`src/hw/rtl/wnaf_pkg.sv`:
```
// ----------------------------------------------------------------------------
// wNAF recoder package
// Shared codes, word unit control and result types for the wNAF scalar
// recoder and its checker.
// ----------------------------------------------------------------------------
package wnaf_pkg;

   localparam int WORD_BITS = 32;
   localparam int MSB_W     = 5;
   localparam int DIGIT_W   = 8;
   localparam int POS_W     = 9;
   localparam int ADDEND_W  = 9;
   localparam int WIN_W     = 3;
   localparam int SWORDS_W  = 4;
   localparam int MAXD_W    = 9;
   localparam int CSR_IDX_W = 2;
   localparam int CSR_DAT_W = 9;

   typedef enum logic {
      REQ_LOAD  = 1'b0,
      REQ_DIGIT = 1'b1
   } req_kind_type;

   typedef enum logic [1:0] {
      STATUS_OK       = 2'd0,
      STATUS_TOO_LONG = 2'd1,
      STATUS_EMPTY    = 2'd2
   } status_type;

   typedef enum logic [CSR_IDX_W-1:0] {
      CSR_WINDOW_BITS  = 2'd0,
      CSR_SCALAR_WORDS = 2'd1,
      CSR_MAX_DIGITS   = 2'd2
   } csr_index_type;

   typedef enum logic {
      ALU_SCAN = 1'b0,
      ALU_ADD  = 1'b1
   } alu_op_type;

   typedef struct packed {
      alu_op_type          op;
      logic                keep;
      logic [ADDEND_W-1:0] addend;
      logic                carry_in;
      logic [7:0]          clr_mask;
   } alu_ctl_type;

   typedef struct packed {
      logic [WORD_BITS-1:0] sum;
      logic                 carry;
      logic                 nonzero;
      logic [MSB_W-1:0]     msb;
   } alu_res_type;

endpackage

```
`src/hw/rtl/wnaf_scalar_recoder.sv`:
```
// ----------------------------------------------------------------------------
// wNAF scalar recoder
// Recodes a scalar into width-(w+1) non-adjacent form, one digit per request,
// least significant first, using a word-serial value register.
// ----------------------------------------------------------------------------
// Usage:
//   req channel (req_valid / req_stall): a load word writes one 32-bit scalar
//   word and restarts the recoding; a digit request returns one rsp word with
//   the next digit, its position, a last flag and a status code.
//   csr channel (csr_valid / csr_ready): register writes, always ready; write
//   only while the block is idle.
// Sequence, with D = SCALAR_WORDS + 1 words in the value register:
//   a load writes its word and returns nothing;
//   a digit request adds and shifts the D words, one word per cycle
//   through the shared word unit, then runs a flush and the result hand-off;
//   the first request after a load adds a length scan over the D words, and a
//   too-long scalar adds a clear of the value instead of the digit;
//   a request with no digits left goes straight to the hand-off.
// req_stall is high while a request is in progress. The result sits in an
// output register; when rsp_stall holds it, the next result waits in the
// hand-off state. Reset clears the value and restores register defaults.
// ----------------------------------------------------------------------------
module wnaf_scalar_recoder #(
   parameter int SCALAR_WORDS = 8
) (
   input  logic                                  clock,
   input  logic                                  reset,
   input  logic                                  req_valid,
   output logic                                  req_stall,
   input  logic                                  req_type,
   input  logic [2:0]                            req_word_index,
   input  logic [wnaf_pkg::WORD_BITS-1:0]        req_word_value,
   output logic                                  rsp_valid,
   input  logic                                  rsp_stall,
   output logic signed [wnaf_pkg::DIGIT_W-1:0]   rsp_digit,
   output logic [wnaf_pkg::POS_W-1:0]            rsp_digit_position,
   output logic                                  rsp_digit_last,
   output logic [1:0]                            rsp_status,
   input  logic                                  csr_valid,
   output logic                                  csr_ready,
   input  logic [wnaf_pkg::CSR_IDX_W-1:0]        csr_index,
   input  logic [wnaf_pkg::CSR_DAT_W-1:0]        csr_data
);

   localparam int DEPTH = SCALAR_WORDS + 1;
   localparam int IDX_W = $clog2(DEPTH);
   localparam int BL_W  = $clog2(DEPTH * wnaf_pkg::WORD_BITS + 2);
   localparam int CW    = (BL_W > wnaf_pkg::MAXD_W) ? BL_W : wnaf_pkg::MAXD_W;
   localparam int LW    = (IDX_W > 3) ? IDX_W : 3;
   localparam int NW    = (IDX_W > wnaf_pkg::SWORDS_W) ? IDX_W : wnaf_pkg::SWORDS_W;
   localparam logic [IDX_W-1:0] LAST_IDX = IDX_W'(DEPTH - 1);

   typedef enum logic [2:0] {
      ST_IDLE,
      ST_SCAN,
      ST_CLEAR,
      ST_DIGIT,
      ST_FLUSH,
      ST_DONE
   } state_type;

   typedef struct packed {
      logic signed [wnaf_pkg::DIGIT_W-1:0] digit;
      logic [wnaf_pkg::POS_W-1:0]          position;
      logic                                last;
      wnaf_pkg::status_type                status;
   } result_type;

   state_type                            state_ff, state_in;
   logic [IDX_W-1:0]                     idx_ff, idx_in;
   logic                                 checked_ff, checked_in;
   logic                                 zero_ff, zero_in;
   logic [wnaf_pkg::POS_W-1:0]           digits_ff, digits_in;
   logic [BL_W-1:0]                      bitlen_ff, bitlen_in;
   logic                                 carry_ff, carry_in;
   logic [wnaf_pkg::WORD_BITS-1:0]       prev_ff, prev_in;
   logic                                 nz_ff, nz_in;
   logic signed [wnaf_pkg::DIGIT_W-1:0]  digit_ff, digit_in;
   result_type                           res_ff, res_in;
   logic                                 rsp_valid_ff, rsp_valid_in;
   result_type                           rsp_ff, rsp_in;
   logic [wnaf_pkg::WIN_W-1:0]           window_ff, window_in;
   logic [wnaf_pkg::SWORDS_W-1:0]        swords_ff, swords_in;
   logic [wnaf_pkg::MAXD_W-1:0]          maxd_ff, maxd_in;

   logic                                 mem_we;
   logic [IDX_W-1:0]                     mem_waddr;
   logic [wnaf_pkg::WORD_BITS-1:0]       mem_wdata;
   logic [wnaf_pkg::WORD_BITS-1:0]       mem_rdata;
   wnaf_pkg::alu_ctl_type                alu_ctl;
   wnaf_pkg::alu_res_type                alu_res;

   logic [wnaf_pkg::WIN_W-1:0]           win;
   logic [wnaf_pkg::ADDEND_W-1:0]        win_span;
   logic [7:0]                           win_mask;
   logic [7:0]                           u_raw;
   logic                                 odd;
   logic                                 neg;
   logic [wnaf_pkg::ADDEND_W-1:0]        digit_wide;
   logic signed [wnaf_pkg::DIGIT_W-1:0]  digit_calc;
   logic                                 keep_word;
   logic                                 load_ok;
   logic [BL_W-1:0]                      bitlen_cur;
   logic                                 too_long;
   logic                                 out_free;
   logic                                 idx_last;

   wnaf_value_mem #(
      .DEPTH (DEPTH)
   ) u_mem (
      .clock   (clock),
      .reset   (reset),
      .wr_en   (mem_we),
      .wr_addr (mem_waddr),
      .wr_data (mem_wdata),
      .rd_addr (idx_ff),
      .rd_data (mem_rdata)
   );

   wnaf_word_alu u_alu (
      .operand (mem_rdata),
      .ctl     (alu_ctl),
      .res     (alu_res)
   );

   // Digit arithmetic on the low word.
   always_comb begin
      win        = (window_ff == '0) ? wnaf_pkg::WIN_W'(1) : window_ff;
      win_span   = wnaf_pkg::ADDEND_W'(2) << win;
      win_mask   = 8'(win_span - wnaf_pkg::ADDEND_W'(1));
      u_raw      = mem_rdata[7:0] & win_mask;
      odd        = mem_rdata[0];
      neg        = |(u_raw & 8'(win_span >> 1));
      digit_wide = neg ? ({1'b0, u_raw} - win_span) : {1'b0, u_raw};
      digit_calc = odd ? wnaf_pkg::DIGIT_W'(digit_wide) : '0;
   end

   assign keep_word = (NW'(idx_ff) < NW'(swords_ff))
                      && (idx_ff < IDX_W'(SCALAR_WORDS));
   assign load_ok   = LW'(req_word_index) < LW'(SCALAR_WORDS);
   assign idx_last  = (idx_ff == LAST_IDX);
   assign out_free  = !rsp_valid_ff || !rsp_stall;

   assign bitlen_cur = alu_res.nonzero
                       ? ((BL_W'(idx_ff) << wnaf_pkg::MSB_W) + BL_W'(alu_res.msb)
                          + BL_W'(1))
                       : bitlen_ff;
   assign too_long   = (CW'(bitlen_cur) + CW'(1)) > CW'(maxd_ff);

   // Shared word unit control.
   always_comb begin
      alu_ctl          = '0;
      alu_ctl.op       = wnaf_pkg::ALU_ADD;
      case (state_ff)
         ST_SCAN: begin
            alu_ctl.op   = wnaf_pkg::ALU_SCAN;
            alu_ctl.keep = keep_word;
         end
         ST_DIGIT: begin
            if (idx_ff == '0) begin
               // An odd value loses its low window; a negative digit adds the
               // next window bit, which leaves the same sum as value - digit.
               if (odd) begin
                  alu_ctl.clr_mask = win_mask;
                  alu_ctl.addend   = neg ? win_span : '0;
               end
            end else begin
               alu_ctl.carry_in = carry_ff;
            end
         end
         default: begin
            alu_ctl.keep = 1'b0;
         end
      endcase
   end

   // Value write port.
   always_comb begin
      mem_we    = 1'b0;
      mem_waddr = idx_ff;
      mem_wdata = '0;
      case (state_ff)
         ST_IDLE: begin
            mem_we    = req_valid && (req_type == wnaf_pkg::REQ_LOAD) && load_ok;
            mem_waddr = IDX_W'(req_word_index);
            mem_wdata = req_word_value;
         end
         ST_SCAN: begin
            mem_we    = 1'b1;
            mem_wdata = alu_res.sum;
         end
         ST_CLEAR: begin
            mem_we = 1'b1;
         end
         ST_DIGIT: begin
            // Shift right by one as the sum ripples up: word i-1 takes bit 0
            // of word i.
            mem_we    = (idx_ff != '0);
            mem_waddr = idx_ff - IDX_W'(1);
            mem_wdata = {alu_res.sum[0], prev_ff[wnaf_pkg::WORD_BITS-1:1]};
         end
         ST_FLUSH: begin
            mem_we    = 1'b1;
            mem_waddr = LAST_IDX;
            mem_wdata = {1'b0, prev_ff[wnaf_pkg::WORD_BITS-1:1]};
         end
         default: begin
            mem_we = 1'b0;
         end
      endcase
   end

   // Sequencer and next values.
   always_comb begin
      state_in     = state_ff;
      idx_in       = idx_ff;
      checked_in   = checked_ff;
      zero_in      = zero_ff;
      digits_in    = digits_ff;
      bitlen_in    = bitlen_ff;
      carry_in     = carry_ff;
      prev_in      = prev_ff;
      nz_in        = nz_ff;
      digit_in     = digit_ff;
      res_in       = res_ff;
      rsp_valid_in = rsp_valid_ff;
      rsp_in       = rsp_ff;
      window_in    = window_ff;
      swords_in    = swords_ff;
      maxd_in      = maxd_ff;

      if (csr_valid) begin
         case (csr_index)
            wnaf_pkg::CSR_WINDOW_BITS:  window_in = csr_data[wnaf_pkg::WIN_W-1:0];
            wnaf_pkg::CSR_SCALAR_WORDS: swords_in = csr_data[wnaf_pkg::SWORDS_W-1:0];
            wnaf_pkg::CSR_MAX_DIGITS:   maxd_in   = csr_data[wnaf_pkg::MAXD_W-1:0];
            default: begin
               maxd_in = maxd_ff;
            end
         endcase
      end

      if (rsp_valid_ff && !rsp_stall) begin
         rsp_valid_in = 1'b0;
      end

      case (state_ff)
         ST_IDLE: begin
            if (req_valid) begin
               if (req_type == wnaf_pkg::REQ_LOAD) begin
                  checked_in = 1'b0;
                  digits_in  = '0;
               end else if (!checked_ff) begin
                  state_in  = ST_SCAN;
                  idx_in    = '0;
                  bitlen_in = '0;
               end else if (zero_ff) begin
                  res_in   = '{digit: '0, position: digits_ff, last: 1'b0,
                               status: wnaf_pkg::STATUS_EMPTY};
                  state_in = ST_DONE;
               end else begin
                  state_in = ST_DIGIT;
                  idx_in   = '0;
               end
            end
         end
         ST_SCAN: begin
            bitlen_in = bitlen_cur;
            idx_in    = idx_ff + IDX_W'(1);
            if (idx_last) begin
               checked_in = 1'b1;
               digits_in  = '0;
               idx_in     = '0;
               if (too_long) begin
                  state_in = ST_CLEAR;
               end else if (bitlen_cur == '0) begin
                  zero_in  = 1'b1;
                  res_in   = '{digit: '0, position: '0, last: 1'b0,
                               status: wnaf_pkg::STATUS_EMPTY};
                  state_in = ST_DONE;
               end else begin
                  zero_in  = 1'b0;
                  state_in = ST_DIGIT;
               end
            end
         end
         ST_CLEAR: begin
            idx_in = idx_ff + IDX_W'(1);
            if (idx_last) begin
               idx_in   = '0;
               zero_in  = 1'b1;
               res_in   = '{digit: '0, position: '0, last: 1'b0,
                            status: wnaf_pkg::STATUS_TOO_LONG};
               state_in = ST_DONE;
            end
         end
         ST_DIGIT: begin
            if (idx_ff == '0) begin
               digit_in = digit_calc;
               nz_in    = 1'b0;
            end else begin
               nz_in = nz_ff | (|mem_wdata);
            end
            carry_in = alu_res.carry;
            prev_in  = alu_res.sum;
            idx_in   = idx_ff + IDX_W'(1);
            if (idx_last) begin
               idx_in   = '0;
               state_in = ST_FLUSH;
            end
         end
         ST_FLUSH: begin
            zero_in   = !(nz_ff | (|mem_wdata));
            res_in    = '{digit: digit_ff, position: digits_ff,
                          last: !(nz_ff | (|mem_wdata)),
                          status: wnaf_pkg::STATUS_OK};
            digits_in = digits_ff + wnaf_pkg::POS_W'(1);
            state_in  = ST_DONE;
         end
         ST_DONE: begin
            if (out_free) begin
               rsp_in       = res_ff;
               rsp_valid_in = 1'b1;
               state_in     = ST_IDLE;
            end
         end
         default: begin
            state_in = ST_IDLE;
         end
      endcase
   end

   always_ff @(posedge clock) begin
      if (reset) begin
         state_ff     <= ST_IDLE;
         idx_ff       <= '0;
         checked_ff   <= 1'b0;
         zero_ff      <= 1'b1;
         digits_ff    <= '0;
         rsp_valid_ff <= 1'b0;
         window_ff    <= wnaf_pkg::WIN_W'(4);
         swords_ff    <= wnaf_pkg::SWORDS_W'(8);
         maxd_ff      <= wnaf_pkg::MAXD_W'(257);
      end else begin
         state_ff     <= state_in;
         idx_ff       <= idx_in;
         checked_ff   <= checked_in;
         zero_ff      <= zero_in;
         digits_ff    <= digits_in;
         rsp_valid_ff <= rsp_valid_in;
         window_ff    <= window_in;
         swords_ff    <= swords_in;
         maxd_ff      <= maxd_in;
      end
      bitlen_ff <= bitlen_in;
      carry_ff  <= carry_in;
      prev_ff   <= prev_in;
      nz_ff     <= nz_in;
      digit_ff  <= digit_in;
      res_ff    <= res_in;
      rsp_ff    <= rsp_in;
   end

   assign req_stall          = (state_ff != ST_IDLE);
   assign csr_ready          = 1'b1;
   assign rsp_valid          = rsp_valid_ff;
   assign rsp_digit          = rsp_ff.digit;
   assign rsp_digit_position = rsp_ff.position;
   assign rsp_digit_last     = rsp_ff.last;
   assign rsp_status         = rsp_ff.status;

endmodule

```
`src/hw/rtl/wnaf_word_alu.sv`:
```
// ----------------------------------------------------------------------------
// wNAF word unit
// Shared 32-bit unit: masked add with carry for the digit pass, and
// keep-or-clear with leading-one search for the length scan.
// ----------------------------------------------------------------------------
module wnaf_word_alu (
   input  logic [wnaf_pkg::WORD_BITS-1:0] operand,
   input  wnaf_pkg::alu_ctl_type          ctl,
   output wnaf_pkg::alu_res_type          res
);

   always_comb begin
      logic [wnaf_pkg::WORD_BITS-1:0] masked;
      logic [wnaf_pkg::WORD_BITS:0]   total;
      logic [wnaf_pkg::WORD_BITS-1:0] kept;
      logic [wnaf_pkg::MSB_W-1:0]     msb;

      masked = operand & ~{{(wnaf_pkg::WORD_BITS-8){1'b0}}, ctl.clr_mask};
      total  = {1'b0, masked} + (wnaf_pkg::WORD_BITS+1)'(ctl.addend)
               + (wnaf_pkg::WORD_BITS+1)'(ctl.carry_in);
      kept   = ctl.keep ? operand : '0;

      msb = '0;
      for (int b = 0; b < wnaf_pkg::WORD_BITS; b++) begin
         if (kept[b]) begin
            msb = wnaf_pkg::MSB_W'(b);
         end
      end

      case (ctl.op)
         wnaf_pkg::ALU_ADD: begin
            res.sum   = total[wnaf_pkg::WORD_BITS-1:0];
            res.carry = total[wnaf_pkg::WORD_BITS];
         end
         default: begin
            res.sum   = kept;
            res.carry = 1'b0;
         end
      endcase
      res.nonzero = |res.sum;
      res.msb     = msb;
   end

endmodule

```
`src/hw/rtl/wnaf_value_mem.sv`:
```
// ----------------------------------------------------------------------------
// wNAF value store
// Working value held as a file of 32-bit words, one write and one read
// port. Reset clears the whole value.
// ----------------------------------------------------------------------------
module wnaf_value_mem #(
   parameter int DEPTH = 9
) (
   input  logic                                clock,
   input  logic                                reset,
   input  logic                                wr_en,
   input  logic [$clog2(DEPTH)-1:0]            wr_addr,
   input  logic [wnaf_pkg::WORD_BITS-1:0]      wr_data,
   input  logic [$clog2(DEPTH)-1:0]            rd_addr,
   output logic [wnaf_pkg::WORD_BITS-1:0]      rd_data
);

   logic [wnaf_pkg::WORD_BITS-1:0] mem_ff [DEPTH];

   always_ff @(posedge clock) begin
      if (reset) begin
         for (int i = 0; i < DEPTH; i++) begin
            mem_ff[i] <= '0;
         end
      end else if (wr_en) begin
         mem_ff[wr_addr] <= wr_data;
      end
   end

   assign rd_data = mem_ff[rd_addr];

endmodule

```
`config.mk`:
```
export PLATFORM = sky130hd
export DESIGN_NAME = wnaf_scalar_recoder
export DESIGN_NICKNAME = d
export VERILOG_FILES = /design/src/hw/rtl/wnaf_pkg.sv /design/src/hw/rtl/wnaf_scalar_recoder.sv /design/src/hw/rtl/wnaf_word_alu.sv /design/src/hw/rtl/wnaf_value_mem.sv
export SDC_FILE = /design/constraint.sdc
export NUM_CORES = 1
export LEC_CHECK = 0
export ABC_AREA = 1
export BUFFER_PORTS_ARGS = -buffer_cell sky130_fd_sc_hd__buf_4
export CORE_AREA = 5 5 299 301
export CTS_CLUSTER_SIZE = 40
export DETAILED_ROUTE_END_ITERATION = 12
export DIE_AREA = 0 0 304 306
export GPL_TIMING_DRIVEN = 0
export MAX_ROUTING_LAYER = met4
export PLACE_DENSITY_LB_ADDON = 0.08
export SETUP_SLACK_MARGIN = 0.2
export SYNTH_ARGS = -nofsm -noshare
export SYNTH_HDL_FRONTEND = slang
export SYNTH_SLANG_ARGS = --single-unit
```
`constraint.sdc`:
```
create_clock -name clock -period 18.6 [get_ports clock]
set_input_delay 1.86 -clock clock [delete_from_list [all_inputs] [get_ports clock]]
set_output_delay 1.86 -clock clock [all_outputs]
set_load 0.02 [all_outputs]
```
After elaboration in Yosys (flattened, before gate mapping). Memory sizes are Yosys's and may differ from the RTL's. A register that Yosys moved wholly into a read port is not among the register bits. Cells that the tools add are included.

$add $sub $neg: 10. Order comparisons: 3. Equality and inequality tests: 21. Shift operators: 1. Mux-type cells: 102. Bitwise gates (word level): 6. Reduce and logical (&&, ||, !) cells: 37.

Operators by type and width (count): 20-bit two-way mux (8); 32-bit case mux with 4 select lines (1); 32-bit OR reduction (3); 9-bit two-way mux (10); 5-bit two-way mux (16); 20-bit case mux with 4 select lines (1); 32-bit two-way mux (2); 4-bit two-way mux (16); 3-bit two-way mux (15); 32-bit by 9-bit adder with 33-bit output (1); 33-bit by 1-bit adder with 33-bit output (1); 33-bit two-way mux (1); 32-bit AND (1); 8-bit inverter with 32-bit output (1); 9-bit by 1-bit adder with 9-bit output (second input constant) (3); 9-bit case mux with 3 select lines (1); 8-bit two-way mux (3); 2-bit != test (second input constant) (12); 4-bit AND reduction (5); 1-bit two-way mux (18); 18-bit two-way mux (1); 3-bit case mux with 6 select lines (1); 9-bit case mux with 2 select lines (1); 8-bit AND (2); other kinds (38) (56).

Bits in registers: 126. Bits in writable memories: 288. Bits of input ports: 52. Output and inout bits: 23. Logic and storage cells: 203. Memories: 1.

Memory list: u_mem.mem_ff (words 9, width 32, read ports 1, clocked after Yosys merged registers in 1, write ports 9, line wnaf_value_mem.sv:18) `logic [wnaf_pkg::WORD_BITS-1:0] mem_ff [DEPTH];`.

Depth between registers and ports, before layout.
Depth in word-level cells: 43. Gate-level depth with buffers: 63. Mapped depth without buffers: 60.

Hierarchy. From an unflattened synthesis, not the netlist that was laid out.

Cell total of the unflattened synthesis: 3673. Area total of the unflattened synthesis: 32228.4 um2.

By module, submodules not included: wnaf_value_mem (instances 1, cells each 2454, area each 23571.4 um2, sequential area each 15374.7 um2); wnaf_scalar_recoder (instances 1, cells each 855, area each 6817.8 um2, sequential area each 3403.3 um2); wnaf_word_alu (instances 1, cells each 364, area each 1839.3 um2, sequential area each 0.0 um2).

Worst setup path after synthesis. No wires, ideal clock.

Path kind: flip-flop to flip-flop. Start point: register state_ff[2]. End point: register res_ff[0] (netlist bit) (enable). Setup time: 0.378 ns. Arrival time: 8.565 ns. Data required time: 18.222 ns. Slack: 9.657 ns. Cell stages (with the launch flop): 45. Buffers on the path: 0. Clock period less this slack: 8.943 ns. Path through: dfxtp_1 -> inv_1 -> nand2_1 -> nor2_1 -> inv_1 -> nor2_1 -> nand2_1 -> o21ai_0 -> inv_1 -> ha_1 -> nand3_1 -> and2_1 -> o21ai_2 -> inv_2 -> o21ai_2 -> nand3_1 -> nand2_1 -> nand2_2 -> (+9 left out) -> nor4_1 -> and2_1 -> nand3_2 -> clkinv_1 -> nand2_1 -> and2_1 -> inv_2 -> ha_1 -> nand2_1 -> nor4_2 -> nand3_1 -> xor2_1 -> ha_1 -> nand3_1 -> o32ai_1 -> inv_1 -> o21bai_2 -> and3_1.

RTL lines: from (decl) (line wnaf_scalar_recoder.sv:69) `state_type state_ff, state_in;`; from (signal assigned) (line wnaf_scalar_recoder.sv:345) `state_ff <= state_in;`; to (signal assigned) (line wnaf_scalar_recoder.sv:360) `res_ff <= res_in;`; to (decl) (line wnaf_scalar_recoder.sv:79) `result_type res_ff, res_in;`.

==> results.toml <==
[run_status]
status = "finished, final reports clean"

[synth]
ys_ff_latch = 641
yosysUniqueCellTypes = 62
syn-instance-count = 2906
syn_avg_cell_area_sq_um = 10.3
netlist_area_sq_um = 30000
yosysWarningCount = 0
ys_seq_area_share_pct = 62.8

[place]
io_buffers = 73
gp_congestion = 0.903
place_ws_ns = 8.04
dp_hpwl_um = 75600

[detailed_routing]
drtIter0Drc = 2298
vias = 23200
drtPass1Iterations = 8
postRouteAntennaNets = 0
remaining_drc_errors = 0
avgRoutedWirePerCell_um = 25.7
drt_wl_total_um = 110000
viasPerCell = 5.41

[timing]
tns_ns = 0
period_minus_slack_ns = 10.71
setup_violations = 0
worst_pin_slew_ns = 1.32
hold_viol = 0
rsz0062_at_grt = "false"
fmax_mhz = 93.4
setup_ws_ns = 7.89
skew_ns = 0.0264
maxSlewHeadroom_pct = 12.2
finalMaxSlewViolations = 0
finalCritPeriodShare_pct = 57.6

[clock_tree]
htreeDepth = 3
clkSlewWorstSetupHoldPaths_ns = 0.06
cts_tree = "yes"
cts_buffers = 77
cts_setup_buffers = 0
cts-root-buf = "clkbuf_16"
ctsHoldBuffers = 0
clk_latency_ns = 0.63
ctsResizeCount = 0
clock_path_buffers = 3
clock-sinks = 641

[worst_setup_path]
crit_required_ns = 18.84
worst_ep_arrival_time_ns = 10.95
crit_type = "flip-flop to flip-flop"
cp_slowest_cell = "and3_1"
worstPathMaxFanout = 20
critPathBufInv = 11
cp-end-kind = "flip-flop"
crit_family = "simple AND/OR/NAND/NOR gates"
critPathMaxStageDelay_ns = 0.82
cp-start-kind = "flip-flop"

[global_route]
grtUsageTotal_pct = 23.6
grt_max_degree = 26
first_global_vias = 22700
antenna_found_initial = 2
grt_pass1_wl_um = 157000
grt_overflow = 0

[finish]
n_fill_cell = 8424
antenna_cells = 0
finalNetCount = 3165
layout_commonest_cell = "edfxtp_1"
multi_input_area_sq_um = 9210
ff_latch_area_sq_um = 18900
syn_to_final_growth_pct = 16.3
drive_above_1_share_pct = 11.7
final_cell_mix = "edfxtp_1 (602), nor2_1 (586), nand2_1 (353), inv_1 (276), o21ai_0 (213)"

[pwr]
p_total_mw = 5.92
p_leak_nw = 13.5
ir_worst_vdd_mv = 0.109
power_density_nw_per_um2 = 170

[floorplanning]
initial_core_util_pct = 34.8
dieArea_sq_um = 93000
ios = 75
rows = 108
core-area_sq_um = 86300
dieHeight_um = 306
die_x_um = 304

[job]
maxCapViolations = 0

[hold_path]
hp-class = "flip-flop to flip-flop"
[synthesized netlist by cell type (all sizes together)]
cell type	instances	area share, %
a31oi	5	0.10
o31ai	6	0.18
a22oi	33	0.83
o21bai	8	0.23
xnor2	8	0.23
a31o	1	0.029
ha	33	1.4
a32o	2	0.067
nor2	605	7.7
or2	4	0.083
o21ai	279	4.8
fa	1	0.067
buf	96	2.4
clkinv	4	0.067
nor4b	1	0.050
o211ai	36	0.90
o221ai	79	2.3
o21a	3	0.075
nand3b	2	0.050
and2	3	0.063
nand3	111	1.9
o22ai	29	0.60
xor2	15	0.44
nor4	18	0.49
nor3b	2	0.050
o32ai	1	0.029
a211oi	7	0.18
nand2	377	4.8
and3	2	0.042
edfxtp	602	60
a21boi	26	0.65
a221oi	3	0.088
conb	2	0.025
nand4	11	0.27
dfxtp	39	2.6
nor3	34	0.62
a21oi	65	1.1
clkbuf	65	0.81
inv	288	3.6
[metrics by stage]
step / cell area [sq um] / std cells / hold slack [ns] / utilization, %
4_1_cts: 34900 / 4294 / 0.417 / 40.4
5_1_grt: 34900 / 4295 / 0.418 / 40.4
6_report: 34900 / 4295 / 0.414 / 40.4
2_1_floorplan: 30000 / 2908 / 0.400 / -
3_5_place_dp: 32500 / 4154 / 0.408 / 37.6
3_3_place_gp: 32000 / 4136 / 0.408 / 37.1
[final cells by class]
cell class	count	share of cell area, %
multi-input cells	1814	26.4
repair buffers	92	2.60
inverters	292	3.15
plain buffers	161	2.72
clock buffers	95	5.98
flip-flops and latches	641	54.0
clock inverters	45	1.04
well taps	1155	4.14
[layer usage]
metal	routed length (um)	track usage (%)
met5	0	-
met3	8950	4.05
met1	48400	32.5
met4	3360	7.48
met2	49700	35.9
[cells by family after synthesis]
kind of cell	synth area share [%]
AND/OR/NAND/NOR	16.1
flip-flops	62.8
other	0.0250
buffers and inverters	6.83
adder cells (fa/ha/maj)	1.44
AO/OA/AOI/OAI	12.1
XOR/XNOR	0.671
[report_power, final]
part	switching, mW	internal [mW]	total (mW)
registers	0.0379	1.86	1.90
logic	1.84	0.696	2.54
clock network	0.616	0.866	1.48
[sequential cells by signal, summed over array words and instances (netlist names), 4 cells and up, named ones only]
name / cells
res_ff: 20
maxd_ff: 9
rsp_digit: 8
idx_ff: 4
u_mem.mem_ff: 512
prev_ff: 31
digit_ff: 8
digits_ff: 9
bitlen_ff: 9
swords_ff: 4
rsp_digit_position: 9
[worst paths after layout]
path / startpoint / to / slack (ns) / cells after the start
max reg2reg: flip-flop / res_ff[15]$_DFFE_PP_ / 7.89 / 47
max: flip-flop / res_ff[15]$_DFFE_PP_ / 7.89 / 47
min reg2reg: res_ff[1]$_DFFE_PP_ / rsp_status[1]$_DFFE_PP_ / 0.41 / 0
min: res_ff[1]$_DFFE_PP_ / rsp_status[1]$_DFFE_PP_ / 0.41 / 0
Power figures use the tool's default switching activity.
